**config.mk**
```make
export PLATFORM = sky130hd
export DESIGN_NAME = bmxe_cfg_regs
export DESIGN_NICKNAME = d
export VERILOG_FILES = /design/src/rtl/bmxe_pkg.sv /design/src/rtl/bmxe_cfg_regs.sv
export SDC_FILE = /design/constraint.sdc
export NUM_CORES = 1
export LEC_CHECK = 0
export BUFFER_PORTS_ARGS = -buffer_cell sky130_fd_sc_hd__buf_4
export CAP_MARGIN = 10
export CELL_PAD_IN_SITES_DETAIL_PLACEMENT = 0
export CELL_PAD_IN_SITES_GLOBAL_PLACEMENT = 2
export CORE_MARGIN = 1.5
export CORE_UTILIZATION = 14
export CTS_CLUSTER_DIAMETER = 50
export DETAILED_ROUTE_END_ITERATION = 8
export PLACE_DENSITY_LB_ADDON = 0.25
export SETUP_SLACK_MARGIN = 0.3
export SLEW_MARGIN = 20
export SYNTH_ARGS = -nofsm -noshare
export SYNTH_HDL_FRONTEND = slang
export SYNTH_SLANG_ARGS = --single-unit
```
**constraint.sdc**
```tcl
create_clock -name clk -period 2.9 [get_ports clk]
set_clock_uncertainty 0.15 [all_clocks]
set_input_delay 0.58 -clock clk [delete_from_list [all_inputs] [get_ports clk]]
set_output_delay 0.58 -clock clk [all_outputs]
set_load 0.05 [all_outputs]
```
**src/rtl/bmxe_pkg.sv**
```systemverilog
// ----------------------------------------------------------------------------
// bmxe_pkg
// Shared types, constants and helpers for the bit-matrix XOR erasure encoder.
// ----------------------------------------------------------------------------
package bmxe_pkg;

  // Field widths fixed by the interface
  localparam int DATA_W  = 64;
  localparam int COL_W   = 6;
  localparam int ROW_W   = 6;
  localparam int WIDX_W  = 4;
  localparam int PART_W  = 4;
  localparam int CNT_W   = 7;   // holds row / column counts up to 64
  localparam int ADDR_W  = 3;
  localparam int PDATA_W = 32;

  // Defaults for the top-level parameters
  localparam int WORD_BITS_DEF    = 8;
  localparam int PACKET_WORDS_DEF = 16;
  localparam int MAX_ROWS_DEF     = 64;

  // Part counts
  localparam logic [PART_W-1:0] MIN_PARTS = 4'd1;
  localparam logic [PART_W-1:0] MAX_PARTS = 4'd8;
  localparam logic [PART_W-1:0] DATA_PARTS_RST = 4'd4;
  localparam logic [PART_W-1:0] CODE_PARTS_RST = 4'd2;

  // Register index, taken from paddr[2]
  localparam int REG_IDX_BIT = 2;
  localparam logic REG_DATA_PARTS = 1'b0;
  localparam logic REG_CODE_PARTS = 1'b1;

  // Request commands
  localparam logic CMD_ROW_LOAD = 1'b0;
  localparam logic CMD_DATA     = 1'b1;

  // Configuration seen by the datapath
  typedef struct packed {
    logic [PART_W-1:0] data_parts;
    logic [PART_W-1:0] code_parts;
  } cfg_t;

  // Token that walks the cell chain
  typedef struct packed {
    logic              vld;
    logic              col0;   // first column: overwrite accumulator
    logic              emit;   // last column: every row reports
    logic [COL_W-1:0]  column;
    logic [WIDX_W-1:0] word_index;
    logic [DATA_W-1:0] data;
  } tok_t;

  // Matrix row load, broadcast to all cells
  typedef struct packed {
    logic              we;
    logic [ROW_W-1:0]  row_sel;
    logic [DATA_W-1:0] bits;
  } load_t;

  // Per-cell status back to the top level
  typedef struct packed {
    logic              tok_vld;
    logic              res_vld;
    logic              fin;      // token sits on the final active row
    logic [DATA_W-1:0] word;
  } cell_stat_t;

  // Zero acts as one, above eight acts as eight
  function automatic logic [PART_W-1:0] clamp_parts(input logic [PART_W-1:0] v);
    logic [PART_W-1:0] r;
    if (v < MIN_PARTS) r = MIN_PARTS;
    else if (v > MAX_PARTS) r = MAX_PARTS;
    else r = v;
    return r;
  endfunction

endpackage

```
**src/rtl/bmxe_cfg_regs.sv**
```systemverilog
// ----------------------------------------------------------------------------
// bmxe_cfg_regs
// APB register file holding the data and code part counts.
// ----------------------------------------------------------------------------
module bmxe_cfg_regs (
  input  logic                          clk,
  input  logic                          rst_n,
  input  logic                          psel,
  input  logic                          penable,
  input  logic                          pwrite,
  input  logic [bmxe_pkg::ADDR_W-1:0]   paddr,
  input  logic [bmxe_pkg::PDATA_W-1:0]  pwdata,
  output logic [bmxe_pkg::PDATA_W-1:0]  prdata,
  output logic                          pready,
  output bmxe_pkg::cfg_t                cfg
);

  logic [bmxe_pkg::PART_W-1:0] data_parts_r;
  logic [bmxe_pkg::PART_W-1:0] code_parts_r;
  logic                        wr_en;
  logic                        reg_sel;

  assign pready  = 1'b1;
  assign wr_en   = psel & penable & pwrite;
  assign reg_sel = paddr[bmxe_pkg::REG_IDX_BIT];

  // Register writes on the access phase
  always_ff @(posedge clk) begin
    if (!rst_n) begin
      data_parts_r <= bmxe_pkg::DATA_PARTS_RST;
      code_parts_r <= bmxe_pkg::CODE_PARTS_RST;
    end else if (wr_en) begin
      unique case (reg_sel)
        bmxe_pkg::REG_DATA_PARTS: data_parts_r <= pwdata[bmxe_pkg::PART_W-1:0];
        bmxe_pkg::REG_CODE_PARTS: code_parts_r <= pwdata[bmxe_pkg::PART_W-1:0];
        default: ;
      endcase
    end
  end

  // Read-back
  always_comb begin
    unique case (reg_sel)
      bmxe_pkg::REG_DATA_PARTS: prdata = bmxe_pkg::PDATA_W'(data_parts_r);
      bmxe_pkg::REG_CODE_PARTS: prdata = bmxe_pkg::PDATA_W'(code_parts_r);
      default:                  prdata = '0;
    endcase
  end

  assign cfg.data_parts = data_parts_r;
  assign cfg.code_parts = code_parts_r;

endmodule

```
Yosys cells after proc, flatten, opt, wreduce, memory -nomap -nowiden
Cells that the tools add are included.

cells by class
  bitwise gates (word level) = 3
  reductions and logical operators = 2
  mux-type cells = 1

operators by type and width
  kind               number
  $pmux W32 S2       1
  $reduce_and A2 Y1  2
  $and A1 B1 Y1      2
  $not A1 Y1         1

storage, ports and cells
  word-level logic and storage cells = 8
  register bits = 8
  output and inout bits = 41

Logic depth before layout (Yosys ltp)
  depth after elaboration = 3
  gate-level depth with buffers = 3
  gate-level depth less buffers = 2

Least setup slack after synthesis
Ideal clock, no wire load.

  kind = reg2out
  start = register code_parts_r[1] (netlist name)
  end = output port prdata[1] (netlist name)
  setup slack = 1.121 ns
  buffers on the path = 0
  arrival time = 1.049 ns
  stages on the path, launching flop included = 2
  path through = dfxtp_1 -> mux2_2

on the way
  longest elaborated chain between the ends = 1

RTL lines
  element                 RTL line             text
  from (decl)             bmxe_cfg_regs.sv:19  logic [bmxe_pkg::PART_W-1:0] code_parts_r;
  from (signal assigned)  bmxe_cfg_regs.sv:31  code_parts_r <= bmxe_pkg::CODE_PARTS_RST;
  from (signal assigned)  bmxe_cfg_regs.sv:35  bmxe_pkg::REG_CODE_PARTS: code_parts_r <= pwdata[bmxe_pkg::PART_W-1:0];
  $pmux W32 S2            bmxe_cfg_regs.sv:43  unique case (reg_sel)
  to (decl)               bmxe_cfg_regs.sv:13  output logic [bmxe_pkg::PDATA_W-1:0] prdata,

No other way between the ends. The select of a mux whose other input is x is not followed.

Final worst setup path
  start = input port paddr[2] (netlist name)
  end = output port prdata[3] (netlist name)

on the way
  longest elaborated chain between the ends = 2

RTL lines
  element               RTL line             text
  from (decl)           bmxe_cfg_regs.sv:11  input logic [bmxe_pkg::ADDR_W-1:0] paddr,
  $not A1 Y1 (no line)  --
  $pmux W32 S2 *        bmxe_cfg_regs.sv:43

Mark *: on every way between the ends. The rest lies on a longest branch, timed or not. The select of a mux whose other input is x is not followed.

==> impl_metrics.ini <==
[clocking]
numCtsBuffers = 3
cts_resized = 0
path_clk_slew_ns = 0.04
cts_buffer_depth = 2
post_cts_buffers = 0
clock-sinks = 8
clock_latency_ns = 0.22
cts_hold_buf = 0
cts_tree = built
root_buffer = clkbuf_8
htreeDepth = 1

[routing]
antenna_left = 0
drt_pre_antenna_iters = 2
drt-total-wl_um = 1227
dr.first_iter.drc_count = 4
wl_per_cell_um = 8.827
vias_per_cell = 2.978
drc = 0
vias = 414

[floorplan]
rows = 23
boundaryPins = 81
start_util_pct = 14.74
die_h_um = 68.36
core_um2 = 4058
die-area_um2 = 4673
die_w_um = 68.36

[synth]
yosysSeqAreaShare_pct = 26.78
synth_compound_area_share_pct = 0
ys_warn_count = 0
synth-seq-cells = 8
yosys-top-cells-count = buf_4 (29), nand2_1 (10), dfxtp_1 (8), mux2i_1 (8)
postSynth.asyncResetShare_pct = 0
synth_xor_area_share_pct = 0
syn_inst = 69
synthAdderAreaFrac_pct = 0
netlist_top_cells_area = buf_4 (36%), dfxtp_1 (27%), mux2i_1 (13%)
synth-edff-count = 0
synth-main-ff-cell = dfxtp_1
yosys.area_share.simple_pct = 13.18
synth_top_family_by_area = buffers and inverters
yosys.cell_count.top_type = buf_4
synth_area_um2 = 598.1
muxShareOfSynthArea_pct = 20.92
yosysUniqueCellTypes = 11
yosys.area.top_type = buf_4
synth_top_area_share_pct = 36.40
synth.avg_cell_area_um2 = 8.668

[placement]
gp_congestion = 0.6470
dpl.hpwl_um = 1017
post-place-ws_ns = 0.9089
dpl.cell_count = 136
port-buffer-count = 21

[pwr]
leakage_nw = 0.3771
p_per_area_nw_per_um2 = 516.5
total_power_mw = 0.3793
irDropWorstVdd_mv = 0.1067

[critical_path]
cp-start-kind = input port
crit_fanout = 6
end_kind = output pin
required_ns = 2.17
cp.arrival_ns = 1.25
critPathKind = in2out
worstRegToRegCells = 2

[grt]
top_usage_layer = met2
grt_pass1_vias = 390
grtUsageMet2_pct = 8.010
grtUsageMet1_pct = 7.080
antenna_found_initial = 0
track_usage_pct = 5.702
use_met3_pct = 1.316
grt_max_degree = 15
grt_first_pass_wirelength_um = 1849
grt_overflow = 0

[timing]
timing.final.crit_share_pct = 68.14
min_period_ns = 1.976
hold_violations = 0
setup-violations-final = 0
setup_ws_ns = 0.9239
maxSlewViolCount = 0
fmax_ghz = 0.5061
rsz0062_at_grt = no
setup_tns_ns = 0

[status]
status = complete, no violations

[layout]
area_delta_synth_final_pct = 22.80
final_nets = 131
drive_gt1_share_pct = 31.46
layout.cells.non_filler = 139
antennaDiodeCount = 0

[hold_path]
hp-class = reg2reg
holdPathStages = 2

[flow_run]
cap_violations = 0
-- flip-flops by register name, indices dropped and copies added (netlist names) --
name / cells
code_parts_r: 4
data_parts_r: 4
-- per-stage QoR --
stage / area, µm² / hold slack [ns] / util (%)
after floorplan: 699.4 / 0.5320 / -
after global placement: 693.2 / 0.3149 / 17.08
after detailed placement: 693.2 / 0.3246 / 17.08
after CTS: 734.5 / 0.3301 / 18.10
after global routing: 734.5 / 0.3525 / 18.10
final: 734.5 / 0.3224 / 18.10
-- placed cells by master (no fill, tap or decap) --
| cell | instances |
|---|---|
| mux2_2 | 4 |
| mux2i_1 | 8 |
| and4b_1 | 1 |
| buf_4 | 21 |
| nand2_1 | 10 |
| dfxtp_1 | 8 |
| nor2b_1 | 4 |
| conb_1 | 29 |
| clkbuf_8 | 3 |
| nand4_1 | 1 |
-- area by class of cell --
class	instances	area (µm²)
clock buffers	3	41.29
fillers	452	3323
multi-input cells	57	312.8
flip-flops and latches	8	160.2
well taps	50	62.56
repair buffers	21	157.7
-- power by group --
part	internal [mW]	switching (mW)	total [mW]
clock	0.0897	0.0409	0.131
combinational	0.0211	0.113	0.134
sequential	0.113	0.00184	0.115
-- path summary, 6_finish.rpt --
kind | slack [ns] | start | end
worst max-delay path | 0.92 | paddr[2] | prdata[3]
worst min-delay path | 0.32 | data_parts_r[1] | data_parts_r[1]
worst max register to register | 2.13 | code_parts_r[1] | code_parts_r[1]
worst min register to register | 0.32 | data_parts_r[1] | data_parts_r[1]
-- metal layers --
metal	up-vias	wire length (µm)
met4	0	27
met2	29	574
met5	-	0
met1	182	521
li1	201	-
met3	2	103
-- critical path, cell delays in order --
cell and delay, ns:
buf_4 0.13, mux2_2 0.34, buf_4 0.19
-- cell families after synthesis --
kind of cell / Yosys count
buffers and inverters: 31
and+or+nand+nor: 16
muxes: 12
DFF: 8
other: 2
Note: power is estimated with default switching activity, not from simulation.
