`config.mk`:
```
export PLATFORM = sky130hd
export DESIGN_NAME = bmxe_cell
export DESIGN_NICKNAME = d
export VERILOG_FILES = /design/src/rtl/bmxe_pkg.sv /design/src/rtl/bmxe_cell.sv
export SDC_FILE = /design/constraint.sdc
export NUM_CORES = 1
export LEC_CHECK = 0
export ABC_AREA = 1
export BUFFER_PORTS_ARGS = -buffer_cell sky130_fd_sc_hd__buf_2
export CAP_MARGIN = 20
export CORE_ASPECT_RATIO = 0.9
export CORE_UTILIZATION = 45
export DETAILED_ROUTE_END_ITERATION = 8
export GPL_ROUTABILITY_DRIVEN = 0
export PLACE_DENSITY = 0.69
export SLEW_MARGIN = 20
export SYNTH_ARGS = -nofsm -noshare
export SYNTH_HDL_FRONTEND = slang
export SYNTH_SLANG_ARGS = --single-unit
```
`constraint.sdc`:
```
create_clock -name clk -period 5 [get_ports clk]
set_input_delay 1 -clock clk [delete_from_list [all_inputs] [get_ports clk]]
set_output_delay 1 -clock clk [all_outputs]
set_load 0.05 [all_outputs]
```
`src/rtl/bmxe_pkg.sv`:
```
// ----------------------------------------------------------------------------
// bmxe_pkg
// Shared types, constants and helpers for the bit-matrix XOR erasure encoder.
// ----------------------------------------------------------------------------
package bmxe_pkg;

  // Field widths fixed by the interface
  localparam int DATA_W  = 64;
  localparam int COL_W   = 6;
  localparam int ROW_W   = 6;
  localparam int WIDX_W  = 4;
  localparam int PART_W  = 4;
  localparam int CNT_W   = 7;   // holds row / column counts up to 64
  localparam int ADDR_W  = 3;
  localparam int PDATA_W = 32;

  // Defaults for the top-level parameters
  localparam int WORD_BITS_DEF    = 8;
  localparam int PACKET_WORDS_DEF = 16;
  localparam int MAX_ROWS_DEF     = 64;

  // Part counts
  localparam logic [PART_W-1:0] MIN_PARTS = 4'd1;
  localparam logic [PART_W-1:0] MAX_PARTS = 4'd8;
  localparam logic [PART_W-1:0] DATA_PARTS_RST = 4'd4;
  localparam logic [PART_W-1:0] CODE_PARTS_RST = 4'd2;

  // Register index, taken from paddr[2]
  localparam int REG_IDX_BIT = 2;
  localparam logic REG_DATA_PARTS = 1'b0;
  localparam logic REG_CODE_PARTS = 1'b1;

  // Request commands
  localparam logic CMD_ROW_LOAD = 1'b0;
  localparam logic CMD_DATA     = 1'b1;

  // Configuration seen by the datapath
  typedef struct packed {
    logic [PART_W-1:0] data_parts;
    logic [PART_W-1:0] code_parts;
  } cfg_t;

  // Token that walks the cell chain
  typedef struct packed {
    logic              vld;
    logic              col0;   // first column: overwrite accumulator
    logic              emit;   // last column: every row reports
    logic [COL_W-1:0]  column;
    logic [WIDX_W-1:0] word_index;
    logic [DATA_W-1:0] data;
  } tok_t;

  // Matrix row load, broadcast to all cells
  typedef struct packed {
    logic              we;
    logic [ROW_W-1:0]  row_sel;
    logic [DATA_W-1:0] bits;
  } load_t;

  // Per-cell status back to the top level
  typedef struct packed {
    logic              tok_vld;
    logic              res_vld;
    logic              fin;      // token sits on the final active row
    logic [DATA_W-1:0] word;
  } cell_stat_t;

  // Zero acts as one, above eight acts as eight
  function automatic logic [PART_W-1:0] clamp_parts(input logic [PART_W-1:0] v);
    logic [PART_W-1:0] r;
    if (v < MIN_PARTS) r = MIN_PARTS;
    else if (v > MAX_PARTS) r = MAX_PARTS;
    else r = v;
    return r;
  endfunction

endpackage

```
`src/rtl/bmxe_cell.sv`:
```
// ----------------------------------------------------------------------------
// bmxe_cell
// One code row: its matrix row, its accumulator memory and one token stage.
// ----------------------------------------------------------------------------
module bmxe_cell #(
  parameter int                           PACKET_WORDS = bmxe_pkg::PACKET_WORDS_DEF,
  parameter logic [bmxe_pkg::ROW_W-1:0]   ROW_ID       = '0
) (
  input  logic                         clk,
  input  logic                         rst_n,
  input  logic                         step,      // chain may move this cycle
  input  logic [bmxe_pkg::ROW_W-1:0]   last_row,  // final active row
  input  bmxe_pkg::load_t              load,
  input  bmxe_pkg::tok_t               tok_in,
  output bmxe_pkg::tok_t               tok_out,
  output bmxe_pkg::cell_stat_t         stat
);

  localparam int AW = (PACKET_WORDS > 1) ? $clog2(PACKET_WORDS) : 1;

  bmxe_pkg::tok_t                  tok_r;
  logic [bmxe_pkg::DATA_W-1:0]     row_r;
  logic [bmxe_pkg::DATA_W-1:0]     rd_r;
  logic [bmxe_pkg::DATA_W-1:0]     acc_mem [PACKET_WORDS];
  logic [bmxe_pkg::DATA_W-1:0]     new_word;
  logic [AW-1:0]                   rd_addr;
  logic [AW-1:0]                   wr_addr;
  logic                            sel;
  logic                            done;

  assign rd_addr = AW'(tok_in.word_index);
  assign wr_addr = AW'(tok_r.word_index);
  assign done    = (ROW_ID == last_row);

  // Token stage
  always_ff @(posedge clk) begin
    if (!rst_n) begin
      tok_r.vld <= 1'b0;
    end else if (step) begin
      tok_r <= tok_in;
    end
  end

  // Matrix row load
  always_ff @(posedge clk) begin
    if (load.we && (load.row_sel == ROW_ID)) begin
      row_r <= load.bits;
    end
  end

  // Accumulator: read as the token arrives, write back as it leaves
  always_ff @(posedge clk) begin
    if (step && tok_in.vld) begin
      rd_r <= acc_mem[rd_addr];
    end
    if (step && tok_r.vld) begin
      acc_mem[wr_addr] <= new_word;
    end
  end

  // XOR fold; first column starts a fresh sum
  always_comb begin
    sel = row_r[tok_r.column];
    if (tok_r.col0) new_word = sel ? tok_r.data : '0;
    else            new_word = sel ? (rd_r ^ tok_r.data) : rd_r;
  end

  // Token stops on the final active row
  always_comb begin
    tok_out     = tok_r;
    tok_out.vld = tok_r.vld & ~done;
  end

  assign stat.tok_vld = tok_r.vld;
  assign stat.res_vld = tok_r.vld & tok_r.emit;
  assign stat.fin     = tok_r.vld & done;
  assign stat.word    = new_word;

endmodule

```
## After elaboration in Yosys (flattened, before gate mapping)

Memories as Yosys holds them, arrays and structs flattened. A register that Yosys moved wholly into a read port is not among the register bits.
Index checks and enable logic that the tools add are counted.

- RAM bits: 1024
- Bits of input ports: 157
- Flip-flop bits (word level): 141
- Memories: 1

- Reductions and logical operators: 6
- Bitwise operators: 5
- Multiplexer cells: 7
- $lt $le $gt $ge: 1

Memory list:

| name | words | width | rd ports | clocked after Yosys merged registers in | wr ports | RTL line | RTL |
|---|---|---|---|---|---|---|---|
| acc_mem | 16 | 64 | 1 | 1 | 1 | bmxe_cell.sv:24 | `logic [bmxe_pkg::DATA_W-1:0] acc_mem [PACKET_WORDS];` |

Operators by type and width:

| operator | number |
|---|---|
| 64-bit two-way mux | 3 |
| 64-bit bitwise XOR | 1 |
| 6-bit logical NOT | 2 |
| 6-bit by 7-bit < comparator with 1-bit output, second input constant | 1 |
| 1-bit binary-select mux with 6-bit select | 1 |
| 1-bit bitwise AND | 3 |
| 1-bit logical AND | 3 |
| 1-bit two-way mux | 3 |
| 2-bit AND reduction | 1 |
| 1-bit NOT | 1 |

## Longest topological paths before layout

- Word-level depth: 4
- Depth in mapped cells: 16

## Worst setup path before layout

No wires, ideal clock.

- Path type: input to register
- Start point: in step
- End point: mem acc_mem[12][0] (netlist name) (enable)
- Setup time: 487 ps
- Path buffers: 0
- Required time: 4513 ps
- Stages on the path: 4
- Setup slack: 509 ps
- Data arrival time: 4005 ps
- Cell sequence: nand2_1 -> inv_1 -> nand3_1 -> nor2_1

- Longest elaborated chain between the ends: 3

Ends and longest elaborated chain:

| item | RTL line | RTL |
|---|---|---|
| start: declaration | bmxe_cell.sv:11 | `input logic step,` |
| 1-bit logical AND | bmxe_cell.sv:56 | `if (step && tok_r.vld) begin` |
| 1-bit two-way mux | bmxe_cell.sv:56 |  |
| 1-bit two-way mux (implied by the code) | bmxe_cell.sv:57 | `acc_mem[wr_addr] <= new_word;` |
| end: declaration | bmxe_cell.sv:24 |  |

Every way passes these cells.

==> metrics.txt <==
share of post-route cells with drive strength above 1 0.153; WL/cell ~22 um; port buffer count 300; Post-Syn Area 49100 um2; IO Pins between 300 and 400; area added between synthesis and finish 15.3%; first-pass GRT wire length between 150000 and 200000 um; GRT overflow 0; sequential share of the synthesized area 0.752; Place WS 713 ps; Fmax 210 MHz; crit path DAT about 3800 ps; Worst Tran Pin Value about 1100 ps; worst setup margin 231 ps; starting density of the core 0.456; VDD IR max 370 uV; crit path capture type output pin; syn avg cell area 14.1 um2; Flop pwr share 0.514; synth warn 0; die area 110000 um2; Leakage Power 20.8 nW; DRT Pass-1 Iters 5; Via-to-Cell Ratio ~5.5; Netlist cell types 21; Max-Slew Margin vs Limit 0.257; flops & latches, synth 1229; clk_skew around 28 ps; period utilisation layout 0.954; final setup violating endpoints 0; Final Hold Viols 0; internal power 17.4 mW; Pwr Density 405 nW/um2; CTS Buf Count 131; Synth Instances between 3000 and 4000; DRT iter0 DRCs 3136; layout net count ~4000; HP Class in -> reg; Rows around 110; CTS clk-pin slew, worst paths 70 ps; vias in the first global route 27808; Post-synth EDFFs 1228; top_reg_cell synth edfxtp_1; Remaining DRCs 0; H-tree Lvls 4; status complete, no violations; core area 108000 um2; initial antenna violation count 3; WS Path Type reg -> out; vias 29427; # fillers 8716; CTS tree done; pin count of the biggest net entering global routing 160; fin crit period 4770 ps; net load switching power 5.55 mW; Net Count, Synth 3649; Pins Over Slew Limit 0; die width 350 um; Skew-Pair Late Insertion Delay 780 ps; clk sink count 1229; antenna viol nets, final 0; worst-path maximum fanout 36; max cap viols 0; Post-DP HPWL 60900 um; sw frac 0.242; CTS root buffer clkbuf_16; die height around 320 um; Comb pwr share 0.083; Critical Path Start Type flop; dpl cells roughly 5100; Post-Route WL 119000 um; share of flip-flops with an asynchronous set or reset 0; deepest clock path buffer count 3; worst path required time 4000 ps; Clock Power Share 0.403; Final Instance Count excl. Fillers 5332; Tot GR Track Use 0.214
## cell usage in the layout (no fill, tap or decap), types with 2 or more instances in the layout
cell	instances
mux2i_1	256
buf_8	2
bufinv_16	6
nand3_1	176
inv_8	2
clkinvlp_4	4
nor2_1	6
clkbuf_1	25
nor2_4	16
inv_6	5
inv_4	4
clkinv_4	2
clkinv_8	8
buf_4	42
diode_2	4
o21ai_0	327
nand2_2	23
clkinv_2	18
nand2_1	389
inv_1	330
clkinv_1	30
a21oi_1	256
buf_2	296
nor4_1	2
buf_12	23
edfxtp_1	1228
clkbuf_16	132
inv_16	3
buf_6	3
o211ai_1	256
## cell usage after synthesis (2+ instances only)
library cell  count  area [um2]
edfxtp_1       1228       36900
nand2_1         413        1550
inv_1           333        1250
o21ai_0         327        1640
a21oi_1         256        1280
mux2i_1         256        2560
o211ai_1        256        1920
nand3_1         176         881
clkbuf_1        141         529
buf_2            39         195
nor2_1           22        82.6
buf_4            14         105
buf_1            12        45.0
buf_6             8        90.1
inv_2             4        15.0
nor4_1            2        12.5
## layout make-up
cell class | instances | area (um2) | share of cell area
antenna | 4 | 10.0 | 0.000177
inverter | 338 | 1290 | 0.0228
multi-input combinational | 1711 | 10100 | 0.179
tap | 1450 | 1810 | 0.0321
clock buffer | 157 | 3400 | 0.0600
timing repair buffer | 367 | 2350 | 0.0415
clock inverter | 76 | 692 | 0.0122
sequential | 1229 | 36900 | 0.652
## worst max-delay path, stage by stage (launching register included)
cell,delay (ps)
edfxtp_1,570
inv_6,280
nand2_1,120
nand3_1,90
nand3_1,100
nand2_1,100
nand2_1,50
nand3_1,70
nand3_1,120
nand2_4,110
buf_4,340
nand3_1,120
nand2_1,520
buf_2,390
## power by group through the flow
stage,combinational (mW),clock [mW],sequential [mW]
floorplan,1.16,0,12.1
global placement,1.85,0,12.0
detailed placement,1.89,0,12.0
CTS,1.90,9.39,11.8
global route,2.07,9.76,11.8
finish,1.90,9.23,11.8
## metrics by stage
stage	TNS, ps	hold WS (ps)	instance area, um2	power (mW)	utilization
after floorplan	0	637	49100	13.3	-
after global placement	0	635	52300	13.8	0.486
after detailed placement	0	645	52300	13.9	0.486
after CTS	0	363	56500	23.1	0.524
after global routing	-5.01	387	56600	23.6	0.525
final	0	406	56600	22.9	0.525
## path summary, 6_finish.rpt
kind	start	slack (ps)	depth (start not counted)	to
hold / removal	load[60]	410	1	row_r[60]
setup / recovery	tok_out[68]	230	13	stat[51]
hold reg to reg	stat[66]	650	3	stat[66]
setup reg to reg	tok_out[68]	2050	13	acc_mem[3][46]
## repair_timing
item / in CTS / in global routing
buffers inserted: 0 / 6
hold buffers: 0 / 0
gates resized for setup: 7 / 19
setup endpoints to repair: 13 / 64
## sequential cells by signal, indices dropped and copies added, names as in the netlist
register,count
wr_addr,4
stat,1
row_r,64
acc_mem,1024
rd_r,64
tok_out,72
## per-layer routing
layer | track usage | part of all wire
met1 | 0.298 | 0.42
met2 | 0.346 | 0.48
met3 | 0.0361 | 0.077
met4 | 0.0690 | 0.023
met5 | 0 | 0
## cells by family after synthesis
kind of cell	share of synthesized area
flip-flops	0.752
buffers and inverters	0.0456
AND/OR/NAND/NOR	0.0518
multiplexers	0.0522
AO/OA/AOI/OAI	0.0988
Note: power is estimated with default switching activity, not from simulation.
